## src/design/shaped_tile_rasterizer_top_defines.svh

```systemverilog
// Assertion macros used by the shaped tile rasterizer back end.
`ifndef SHAPED_TILE_RASTERIZER_TOP_DEFINES_SVH
`define SHAPED_TILE_RASTERIZER_TOP_DEFINES_SVH

// Same-cycle implication, sampled on the rising clock edge outside reset.
`define STR_ASSERT_NOW(label, ante, cons, msg) \
   label: assert property (@(posedge clock) disable iff (reset) (ante) |-> (cons)) \
      else $error(msg);

// Next-cycle implication, sampled on the rising clock edge outside reset.
`define STR_ASSERT_NEXT(label, ante, cons, msg) \
   label: assert property (@(posedge clock) disable iff (reset) (ante) |=> (cons)) \
      else $error(msg);

`endif

```

## src/design/str_pkg.sv

```systemverilog
// Types, constants and lookup tables of the shaped tile rasterizer.
package str_pkg;

   // Coordinate width of origins and row positions.
   localparam int COORD_BITS = 16;
   // Coordinates widened by two bits so that offsets and limits compare safely.
   localparam int EXT_BITS = COORD_BITS + 2;
   localparam int SURF_BITS = 15;
   localparam int COLOUR_BITS = 32;
   localparam int CSR_INDEX_BITS = 1;

   localparam logic [SURF_BITS-1:0] SURF_WIDTH_RESET = 15'd1024;
   localparam logic [SURF_BITS-1:0] SURF_HEIGHT_RESET = 15'd1024;
   localparam logic [COLOUR_BITS-1:0] WALL_COLOUR = 32'hFFFF_FFFF;

   // Configuration register indexes.
   localparam logic [CSR_INDEX_BITS-1:0] CSR_SURFACE_WIDTH = 1'd0;
   localparam logic [CSR_INDEX_BITS-1:0] CSR_SURFACE_HEIGHT = 1'd1;

   // Wall bit positions.
   localparam int WALL_WEST = 0;
   localparam int WALL_NORTH = 1;
   localparam int WALL_EAST = 2;
   localparam int WALL_SOUTH = 3;
   localparam int WALL_ANTI_DIAG = 4;
   localparam int WALL_DIAG = 5;

   // Cell index lookup for each quarter turn, indexed by {row, column}.
   localparam logic [3:0] TURN_TABLE [4][16] = '{
      '{4'd0, 4'd1, 4'd2, 4'd3, 4'd4, 4'd5, 4'd6, 4'd7,
        4'd8, 4'd9, 4'd10, 4'd11, 4'd12, 4'd13, 4'd14, 4'd15},
      '{4'd12, 4'd8, 4'd4, 4'd0, 4'd13, 4'd9, 4'd5, 4'd1,
        4'd14, 4'd10, 4'd6, 4'd2, 4'd15, 4'd11, 4'd7, 4'd3},
      '{4'd15, 4'd14, 4'd13, 4'd12, 4'd11, 4'd10, 4'd9, 4'd8,
        4'd7, 4'd6, 4'd5, 4'd4, 4'd3, 4'd2, 4'd1, 4'd0},
      '{4'd3, 4'd7, 4'd11, 4'd15, 4'd2, 4'd6, 4'd10, 4'd14,
        4'd1, 4'd5, 4'd9, 4'd13, 4'd0, 4'd4, 4'd8, 4'd12}
   };

   // Shape masks; bit j set means cell j is foreground. The last three are empty.
   localparam logic [15:0] SHAPE_TABLE [16] = '{
      16'h0000, 16'hFFFF, 16'hF731, 16'h1133,
      16'h88CC, 16'hFFEE, 16'hFF77, 16'h3333,
      16'h3100, 16'hCEFF, 16'h113F, 16'hEEC0,
      16'hF600, 16'h0000, 16'h0000, 16'h0000
   };

   // Input item.
   typedef struct packed {
      logic signed [COORD_BITS-1:0] origin_x;
      logic signed [COORD_BITS-1:0] origin_y;
      logic [COLOUR_BITS-1:0] back_colour;
      logic [COLOUR_BITS-1:0] fore_colour;
      logic [1:0] turn;
      logic [3:0] shape_id;
      logic [5:0] wall_bits;
   } req_type;

   // Result item, one per visible row.
   typedef struct packed {
      logic signed [COORD_BITS-1:0] row_y;
      logic signed [COORD_BITS-1:0] row_x;
      logic [COLOUR_BITS-1:0] pixel_a;
      logic [COLOUR_BITS-1:0] pixel_b;
      logic [COLOUR_BITS-1:0] pixel_c;
      logic [COLOUR_BITS-1:0] pixel_d;
      logic [3:0] write_mask;
      logic last_row;
   } rsp_type;

   // Classified tile as it waits between the front and back ends.
   typedef struct packed {
      req_type tile;
      logic [3:0] row_vis;
      logic [3:0] col_vis;
   } entry_type;

   // True when cell (r, c) lies on one of the enabled wall lines.
   function automatic logic on_wall(input logic [5:0] walls, input logic [1:0] r,
                                    input logic [1:0] c);
      logic hit;
      hit = 1'b0;
      if (walls[WALL_WEST] && c == 2'd0) hit = 1'b1;
      if (walls[WALL_NORTH] && r == 2'd0) hit = 1'b1;
      if (walls[WALL_EAST] && c == 2'd3) hit = 1'b1;
      if (walls[WALL_SOUTH] && r == 2'd3) hit = 1'b1;
      if (walls[WALL_ANTI_DIAG] && c == ~r) hit = 1'b1;
      if (walls[WALL_DIAG] && c == r) hit = 1'b1;
      return hit;
   endfunction

endpackage

```

## src/design/str_front.sv

```systemverilog
// Front end: holds the surface registers, accepts tiles and classifies them.
module str_front (
   input  logic clock,
   input  logic reset,
   input  logic req_valid,
   output logic req_ready,
   input  str_pkg::req_type req_data,
   input  logic csr_write_en,
   input  logic [str_pkg::CSR_INDEX_BITS-1:0] csr_index,
   input  logic [str_pkg::SURF_BITS-1:0] csr_wdata,
   input  logic queue_full,
   output logic push,
   output str_pkg::entry_type push_entry
);

   logic [str_pkg::SURF_BITS-1:0] surf_w_ff, surf_w_in;
   logic [str_pkg::SURF_BITS-1:0] surf_h_ff, surf_h_in;
   logic [3:0] row_vis;
   logic [3:0] col_vis;
   logic x_span_on;
   logic has_colour;

   // Surface size registers.
   always_comb begin
      surf_w_in = surf_w_ff;
      surf_h_in = surf_h_ff;
      if (csr_write_en) begin
         case (csr_index)
            str_pkg::CSR_SURFACE_WIDTH: surf_w_in = csr_wdata;
            str_pkg::CSR_SURFACE_HEIGHT: surf_h_in = csr_wdata;
            default: ;
         endcase
      end
   end

   always_ff @(posedge clock) begin
      if (reset) begin
         surf_w_ff <= str_pkg::SURF_WIDTH_RESET;
         surf_h_ff <= str_pkg::SURF_HEIGHT_RESET;
      end else begin
         surf_w_ff <= surf_w_in;
         surf_h_ff <= surf_h_in;
      end
   end

   // Visibility of the four rows and four columns against the surface.
   always_comb begin
      logic signed [str_pkg::EXT_BITS-1:0] x_ext;
      logic signed [str_pkg::EXT_BITS-1:0] y_ext;
      logic signed [str_pkg::EXT_BITS-1:0] w_ext;
      logic signed [str_pkg::EXT_BITS-1:0] h_ext;
      logic signed [str_pkg::EXT_BITS-1:0] px;
      logic signed [str_pkg::EXT_BITS-1:0] py;
      x_ext = str_pkg::EXT_BITS'(req_data.origin_x);
      y_ext = str_pkg::EXT_BITS'(req_data.origin_y);
      w_ext = $signed({3'b000, surf_w_ff});
      h_ext = $signed({3'b000, surf_h_ff});
      for (int i = 0; i < 4; i++) begin
         px = x_ext + $signed(str_pkg::EXT_BITS'(i));
         py = y_ext + $signed(str_pkg::EXT_BITS'(i));
         col_vis[i] = (px >= 0) && (px < w_ext);
         row_vis[i] = (py >= 0) && (py < h_ext);
      end
      // The tile's column span must not lie wholly left or right of the surface.
      // On a zero-width surface a tile straddling column zero still yields rows.
      x_span_on = ((x_ext + $signed(str_pkg::EXT_BITS'(3))) >= 0) && (x_ext < w_ext);
   end

   // A tile with no colour, no visible row, or lying wholly left or right of the
   // surface is dropped here.
   assign has_colour = (req_data.fore_colour != '0) || (req_data.back_colour != '0);
   assign req_ready = !queue_full;
   assign push = req_valid && req_ready && has_colour && (|row_vis) && x_span_on;

   assign push_entry.tile = req_data;
   assign push_entry.row_vis = row_vis;
   assign push_entry.col_vis = col_vis;

endmodule

```

## src/design/str_queue.sv

```systemverilog
// Short first-in first-out queue of classified tiles between front and back.
module str_queue #(
   parameter int DEPTH = 2
) (
   input  logic clock,
   input  logic reset,
   input  logic push,
   input  str_pkg::entry_type push_entry,
   input  logic pop,
   output logic full,
   output logic head_valid,
   output str_pkg::entry_type head
);

   localparam int PTR_BITS = (DEPTH > 1) ? $clog2(DEPTH) : 1;
   localparam int CNT_BITS = $clog2(DEPTH + 1);
   localparam logic [PTR_BITS-1:0] LAST_PTR = PTR_BITS'(DEPTH - 1);
   localparam logic [CNT_BITS-1:0] FULL_COUNT = CNT_BITS'(DEPTH);

   str_pkg::entry_type slots_ff [DEPTH];
   logic [PTR_BITS-1:0] wr_ptr_ff, wr_ptr_in;
   logic [PTR_BITS-1:0] rd_ptr_ff, rd_ptr_in;
   logic [CNT_BITS-1:0] count_ff, count_in;

   // Pointer and fill count update.
   always_comb begin
      wr_ptr_in = wr_ptr_ff;
      rd_ptr_in = rd_ptr_ff;
      count_in = count_ff;
      if (push) begin
         wr_ptr_in = (wr_ptr_ff == LAST_PTR) ? '0 : wr_ptr_ff + 1'b1;
      end
      if (pop) begin
         rd_ptr_in = (rd_ptr_ff == LAST_PTR) ? '0 : rd_ptr_ff + 1'b1;
      end
      if (push && !pop) begin
         count_in = count_ff + 1'b1;
      end else if (pop && !push) begin
         count_in = count_ff - 1'b1;
      end
   end

   always_ff @(posedge clock) begin
      if (reset) begin
         wr_ptr_ff <= '0;
         rd_ptr_ff <= '0;
         count_ff <= '0;
      end else begin
         wr_ptr_ff <= wr_ptr_in;
         rd_ptr_ff <= rd_ptr_in;
         count_ff <= count_in;
      end
   end

   // Entry storage.
   always_ff @(posedge clock) begin
      if (push) begin
         slots_ff[wr_ptr_ff] <= push_entry;
      end
   end

   assign full = (count_ff == FULL_COUNT);
   assign head_valid = (count_ff != '0);
   assign head = slots_ff[rd_ptr_ff];

endmodule

```

## src/design/str_back.sv

```systemverilog
// Back end: walks the head tile's visible rows and renders one row per cycle unless rsp stalls.
module str_back (
   input  logic clock,
   input  logic reset,
   input  logic head_valid,
   input  str_pkg::entry_type head,
   output logic pop,
   output logic rsp_valid,
   input  logic rsp_ready,
   output str_pkg::rsp_type rsp_data
);

   `include "shaped_tile_rasterizer_top_defines.svh"

   logic [3:0] done_ff, done_in;
   logic rsp_valid_ff, rsp_valid_in;
   str_pkg::rsp_type rsp_ff, rsp_in;
   logic [3:0] remaining;
   logic [3:0] sel_hot;
   logic [1:0] sel_row;
   logic last;
   logic load;

   // Pick the lowest row of the head tile not yet sent.
   assign remaining = head.row_vis & ~done_ff;

   always_comb begin
      sel_row = 2'd0;
      sel_hot = 4'b0000;
      if (remaining[0]) begin
         sel_row = 2'd0;
         sel_hot = 4'b0001;
      end else if (remaining[1]) begin
         sel_row = 2'd1;
         sel_hot = 4'b0010;
      end else if (remaining[2]) begin
         sel_row = 2'd2;
         sel_hot = 4'b0100;
      end else if (remaining[3]) begin
         sel_row = 2'd3;
         sel_hot = 4'b1000;
      end
   end

   assign last = ((remaining & ~sel_hot) == 4'b0000);
   assign load = head_valid && (!rsp_valid_ff || rsp_ready);
   assign pop = load && last;

   // Colours and write mask of the selected row.
   always_comb begin
      logic [str_pkg::COLOUR_BITS-1:0] colour [4];
      logic [3:0] wmask;
      logic [3:0] shape_idx;
      logic fg;
      logic wr;
      for (int c = 0; c < 4; c++) begin
         shape_idx = str_pkg::TURN_TABLE[head.tile.turn][{sel_row, 2'(c)}];
         fg = str_pkg::SHAPE_TABLE[head.tile.shape_id][shape_idx];
         colour[c] = '0;
         wr = 1'b0;
         if (head.tile.fore_colour == '0) begin
            colour[c] = head.tile.back_colour;
            wr = 1'b1;
         end else if (fg) begin
            colour[c] = head.tile.fore_colour;
            wr = 1'b1;
         end else if (head.tile.back_colour != '0) begin
            colour[c] = head.tile.back_colour;
            wr = 1'b1;
         end
         if (str_pkg::on_wall(head.tile.wall_bits, sel_row, 2'(c))) begin
            colour[c] = str_pkg::WALL_COLOUR;
            wr = 1'b1;
         end
         wmask[c] = wr && head.col_vis[c];
      end
      rsp_in.row_y = head.tile.origin_y + $signed(str_pkg::COORD_BITS'(sel_row));
      rsp_in.row_x = head.tile.origin_x;
      rsp_in.pixel_a = colour[0];
      rsp_in.pixel_b = colour[1];
      rsp_in.pixel_c = colour[2];
      rsp_in.pixel_d = colour[3];
      rsp_in.write_mask = wmask;
      rsp_in.last_row = last;
   end

   // Row progress and output valid.
   always_comb begin
      done_in = done_ff;
      rsp_valid_in = rsp_valid_ff;
      if (load) begin
         rsp_valid_in = 1'b1;
         done_in = last ? 4'b0000 : (done_ff | sel_hot);
      end else if (rsp_ready) begin
         rsp_valid_in = 1'b0;
      end
   end

   always_ff @(posedge clock) begin
      if (reset) begin
         done_ff <= 4'b0000;
         rsp_valid_ff <= 1'b0;
      end else begin
         done_ff <= done_in;
         rsp_valid_ff <= rsp_valid_in;
      end
   end

   // Output register payload.
   always_ff @(posedge clock) begin
      if (load) begin
         rsp_ff <= rsp_in;
      end
   end

   assign rsp_valid = rsp_valid_ff;
   assign rsp_data = rsp_ff;

   // A queued tile always has a row left to send.
   `STR_ASSERT_NOW(a_head_has_row, head_valid, remaining != 4'b0000, "head tile has no rows left")
   // Sent rows are always a subset of the head tile's visible rows.
   `STR_ASSERT_NOW(a_done_subset, head_valid, (done_ff & ~head.row_vis) == 4'b0000, "row tracking lost")
   // With the queue empty no row of a tile may be half sent.
   `STR_ASSERT_NOW(a_done_idle, !head_valid, done_ff == 4'b0000, "rows pending without a tile")
   // A pop loads the final row of the tile into the output register.
   `STR_ASSERT_NEXT(a_pop_last, pop, rsp_valid && rsp_data.last_row, "tile retired without last row")

endmodule

```

## src/design/shaped_tile_rasterizer_top.sv

```systemverilog
// Top level of the shaped tile rasterizer: front end, tile queue and back end.
//
//   Channel   Direction  Handshake                  Payload
//   req       in         req_valid / req_ready      req_data (str_pkg::req_type)
//   rsp       out        rsp_valid / rsp_ready      rsp_data (str_pkg::rsp_type)
//   csr       in         csr_write_en               csr_index, csr_wdata
//
// The front end takes a tile each cycle while the queue has room; tiles with no
// colour or nothing on the surface are dropped there without reaching the queue.
// The back end renders one visible row per cycle unless rsp stalls, one result per visible
// row of the tile; an accepted tile goes into a queue slot, then its rows into the output register.
// Synchronous reset empties the queue and output register and sets the surface to 1024x1024.
// A stalled rsp side holds the output register; the queue then fills and lowers req_ready.
module shaped_tile_rasterizer_top #(
   parameter int QUEUE_DEPTH = 2
) (
   input  logic clock,
   input  logic reset,
   input  logic req_valid,
   output logic req_ready,
   input  str_pkg::req_type req_data,
   output logic rsp_valid,
   input  logic rsp_ready,
   output str_pkg::rsp_type rsp_data,
   input  logic csr_write_en,
   input  logic [str_pkg::CSR_INDEX_BITS-1:0] csr_index,
   input  logic [str_pkg::SURF_BITS-1:0] csr_wdata
);

   logic queue_full;
   logic push;
   logic pop;
   logic head_valid;
   str_pkg::entry_type push_entry;
   str_pkg::entry_type head;

   str_front u_front (
      .clock(clock),
      .reset(reset),
      .req_valid(req_valid),
      .req_ready(req_ready),
      .req_data(req_data),
      .csr_write_en(csr_write_en),
      .csr_index(csr_index),
      .csr_wdata(csr_wdata),
      .queue_full(queue_full),
      .push(push),
      .push_entry(push_entry)
   );

   str_queue #(
      .DEPTH(QUEUE_DEPTH)
   ) u_queue (
      .clock(clock),
      .reset(reset),
      .push(push),
      .push_entry(push_entry),
      .pop(pop),
      .full(queue_full),
      .head_valid(head_valid),
      .head(head)
   );

   str_back u_back (
      .clock(clock),
      .reset(reset),
      .head_valid(head_valid),
      .head(head),
      .pop(pop),
      .rsp_valid(rsp_valid),
      .rsp_ready(rsp_ready),
      .rsp_data(rsp_data)
   );

endmodule

```

## config.mk

```make
export PLATFORM = sky130hd
export DESIGN_NAME = shaped_tile_rasterizer_top
export DESIGN_NICKNAME = d
export VERILOG_FILES = /design/src/design/str_pkg.sv /design/src/design/str_front.sv /design/src/design/str_queue.sv /design/src/design/str_back.sv /design/src/design/shaped_tile_rasterizer_top.sv
export VERILOG_INCLUDE_DIRS = /design/src /design/src/design
export SDC_FILE = /design/constraint.sdc
export NUM_CORES = 1
export LEC_CHECK = 0
export BUFFER_PORTS_ARGS = -buffer_cell sky130_fd_sc_hd__buf_2
export CAP_MARGIN = 40
export CORE_MARGIN = 2
export CORE_UTILIZATION = 54
export DETAILED_ROUTE_END_ITERATION = 10
export MAX_ROUTING_LAYER = met4
export PLACE_DENSITY = 0.89
export SETUP_SLACK_MARGIN = 0.5
export SLEW_MARGIN = 0
export SYNTH_ARGS = -nofsm -noshare
export SYNTH_HDL_FRONTEND = slang
export SYNTH_SLANG_ARGS = --single-unit
```

## constraint.sdc

```tcl
create_clock -name clock -period 10.7 [get_ports clock]
set_clock_uncertainty 0.15 [all_clocks]
set_input_delay 1.605 -clock clock [delete_from_list [all_inputs] [get_ports clock]]
set_output_delay 1.605 -clock clock [all_outputs]
set_load 0.05 [all_outputs]
```

==> impl_metrics.json <==
{
  "start_util": 0.548,
  "vdd_drop_max_v": 0.000262,
  "crit_chain": "buf_2 > ha_1 > a21oi_1 > nor3_1 > nand2_1 > nor2_1 > xor2_1 > ha_1 > a21o_1 > a211o_1 > a211o_1 > a21oi_1 > ha_1 > nor3_1 > a211oi_1 > o311a_1 > o21ai_1 > nor2_4 > buf_4",
  "grt_pass1_wl_microns": 108000,
  "rsz0062_at_grt": "no",
  "tightest_slew_ns": 1.05,
  "route.detailed.drc": 0,
  "netlist_instances": 2212,
  "die_h_microns": 219,
  "yosysSeqAreaShare": 0.512,
  "period_share": 0.603,
  "ios": 296,
  "yosysWarnings": 0,
  "max_freq_mhz": 155,
  "synth_area_leaders": "edfxtp_1 48%, ha_1 6.7%, mux2i_1 4.5%, mux2_2 4.4%, nor2_1 3.4%",
  "drt_pass1_iterations": 9,
  "cts_buffers": 45,
  "multiInputGateArea_sq_um": 11300,
  "wirelength_microns": 71800,
  "ys.flop_type": "edfxtp_1",
  "crit_required_ns": 10.76,
  "fin_crit_ns": 6.45,
  "synth_enable_flop_cells": 397,
  "drive_gt1_frac": 0.220,
  "cts-htree-levels": 2,
  "grt_max_degree": 172,
  "cts_hold_buffers": 0,
  "worstSetupPathType": "primary input to register",
  "final_cell_mix": "397 x edfxtp_1, 296 x buf_2, 224 x nor2_1",
  "cts_buffer_depth": 3,
  "grt.overflow.total": 0,
  "viasPerCell": 6.31,
  "clkTransAtPathRegs_ns": 0.06,
  "fin_tns_setup_ns": 0,
  "layout_commonest_cell": "edfxtp_1",
  "drtIter0Drc": 2217,
  "routedWlPerCell_microns": 23.2,
  "slew_violations": 0,
  "cts_resized": 0,
  "synth.distinct_cells": 90,
  "postCtsSetupRepairBufs": 0,
  "gp_congestion": 0.991,
  "cts_root_buf": "clkbuf_16",
  "grt_pass1_vias": 18300,
  "postSynth.asyncResetShare": 0,
  "synth_seq_cells": 437,
  "dpl.hpwl_microns": 51200,
  "portBuffers": 295,
  "crit_path_end_kind": "register",
  "status": "complete, no violations",
  "drtAntennaViolNets": 0,
  "fillers": 3534,
  "vias": 19500,
  "seq_area_sq_um": 12700,
  "die_area_sq_um": 47800,
  "relSlewSlack": 0.303,
  "grtUsageTotal": 0.305,
  "yosysTopAreaCell": "edfxtp_1",
  "p_leak_uw": 0.0103,
  "avgSynthCellArea_sq_um": 11.2,
  "cp_max_fo": 60,
  "setup-violations-final": 0,
  "rows": 78,
  "maxCapViolCount": 0,
  "slowest_stage": "buf_4",
  "syn-num-nets": 2475,
  "hold_violations": 0,
  "arrival_ns": 6.52,
  "synthToLayoutAreaGrowth_pct": 13.9,
  "powerDensity_nw_per_um2": 317,
  "core-area_sq_um": 45400,
  "cp-start-kind": "primary input",
  "antenna_found_initial": 13,
  "yosys.area.top_type_share": 0.480,
  "syn_area_sq_um": 24900,
  "nNetsFinal": 2707,
  "whs_ns": 0.306,
  "cts_sinks": 437,
  "max_stage_delay_ns": 0.72,
  "hold_class": "register to register",
  "clk_latency_ns": 0.61,
  "crit_path_frequent_cell": "ha_1",
  "cts_tree": "built",
  "die_x_microns": 219
}
-- cells by family (layout without fill, tap and decap cells) --
group	count (synthesis)	after routing	share of synthesized area
compound gates	473	473	0.131
xor+xnor	95	95	0.0335
fa+ha+maj	134	134	0.0678
buf+inv	193	459	0.0365
flops	437	437	0.512
mux	217	217	0.0946
other cells	0	13	0
simple gates	663	663	0.125
-- registers in the layout (all words and copies together) (netlist names), named ones only --
name,cells
u_front.surf_h_ff,15
u_queue.rd_ptr_ff,1
u_back.done_ff,4
u_queue.wr_ptr_ff,1
u_back.rsp_valid,1
u_queue.count_ff,2
u_front.surf_w_ff,15
u_queue.slots_ff,232
u_back.rsp_data,165
-- where the power goes --
part	leakage (uW)	internal (uW)	switching [uW]
logic	0.00573	1360	3420
registers	0.00385	2460	120
clock network	0.000735	946	672
total	0.0103	4770	4210
-- area by class of cell --
cell class	count	area share
clock inverter	30	0.0125
multi-input combinational	1582	0.399
clock buffer	51	0.0406
inverter	55	0.00747
antenna	13	0.00115
timing repair buffer	323	0.0636
tap	600	0.0265
sequential	437	0.450
-- metrics by stage --
step | cells | power (uW) | worst slack [ns] | util | instance area, sq um
detailed placement | 2996 | 7260 | 3.67 | 0.590 | 26800
finish | 3091 | 8980 | 4.25 | 0.624 | 28300
floorplan | 2212 | 6180 | 0.542 | - | 24900
global route | 3091 | 9310 | 3.81 | 0.624 | 28300
global placement | 2988 | 7040 | 3.80 | 0.586 | 26600
CTS | 3077 | 8880 | 4.29 | 0.623 | 28300
-- Yosys cell counts (all sizes together) (8+ instances only) --
cell type and number:
dfxtp 40, nand2 143, nor2 229, or3 19, inv 55, xor2 50
nor3 89, or2 8, o31ai 42, a21oi 156, edfxtp 397, a21o 39
xnor2 45, buf 62, nand2b 33, mux2 101, clkbuf 76, nor2b 15
o21a 9, mux2i 115, o21ai 71, a211oi 42, a31oi 8, a211o 8
ha 133, nand4 22, o32ai 32, nor4 34, nand3 51
-- worst paths after layout --
| kind | from | endpoint | cells after the start | slack [ns] |
|---|---|---|---|---|
| worst min-delay path | u_front.surf_w_ff[3] | u_front.surf_w_ff[3] | 2 | 0.31 |
| worst max-delay path | req_data[78] | u_queue.slots_ff[0][111] | 19 | 4.25 |
| worst min register to register | u_front.surf_w_ff[3] | u_front.surf_w_ff[3] | 2 | 0.31 |
| worst max register to register | register | u_back.rsp_data[102] | 10 | 5.12 |
-- worst max-delay path: cells and delay by family --
kind                       cells  cell delay (ns)
AOI/OAI and AO/OA              8             1.55
and+or+nand+nor                5             1.36
buffers and inverters          2             0.97
adders and majority gates      3             0.78
xor gates and xnor gates       1             0.16
-- per-layer routing --
layer  up-vias  global-route usage  part of all wire
met2      1198               0.485              0.47
li1       8809                   -                 -
met3       230              0.0745              0.10
met5         -                   -                 0
met4         0               0.113             0.042
met1      9269               0.379              0.38
Note: power is estimated with default switching activity, not from simulation.
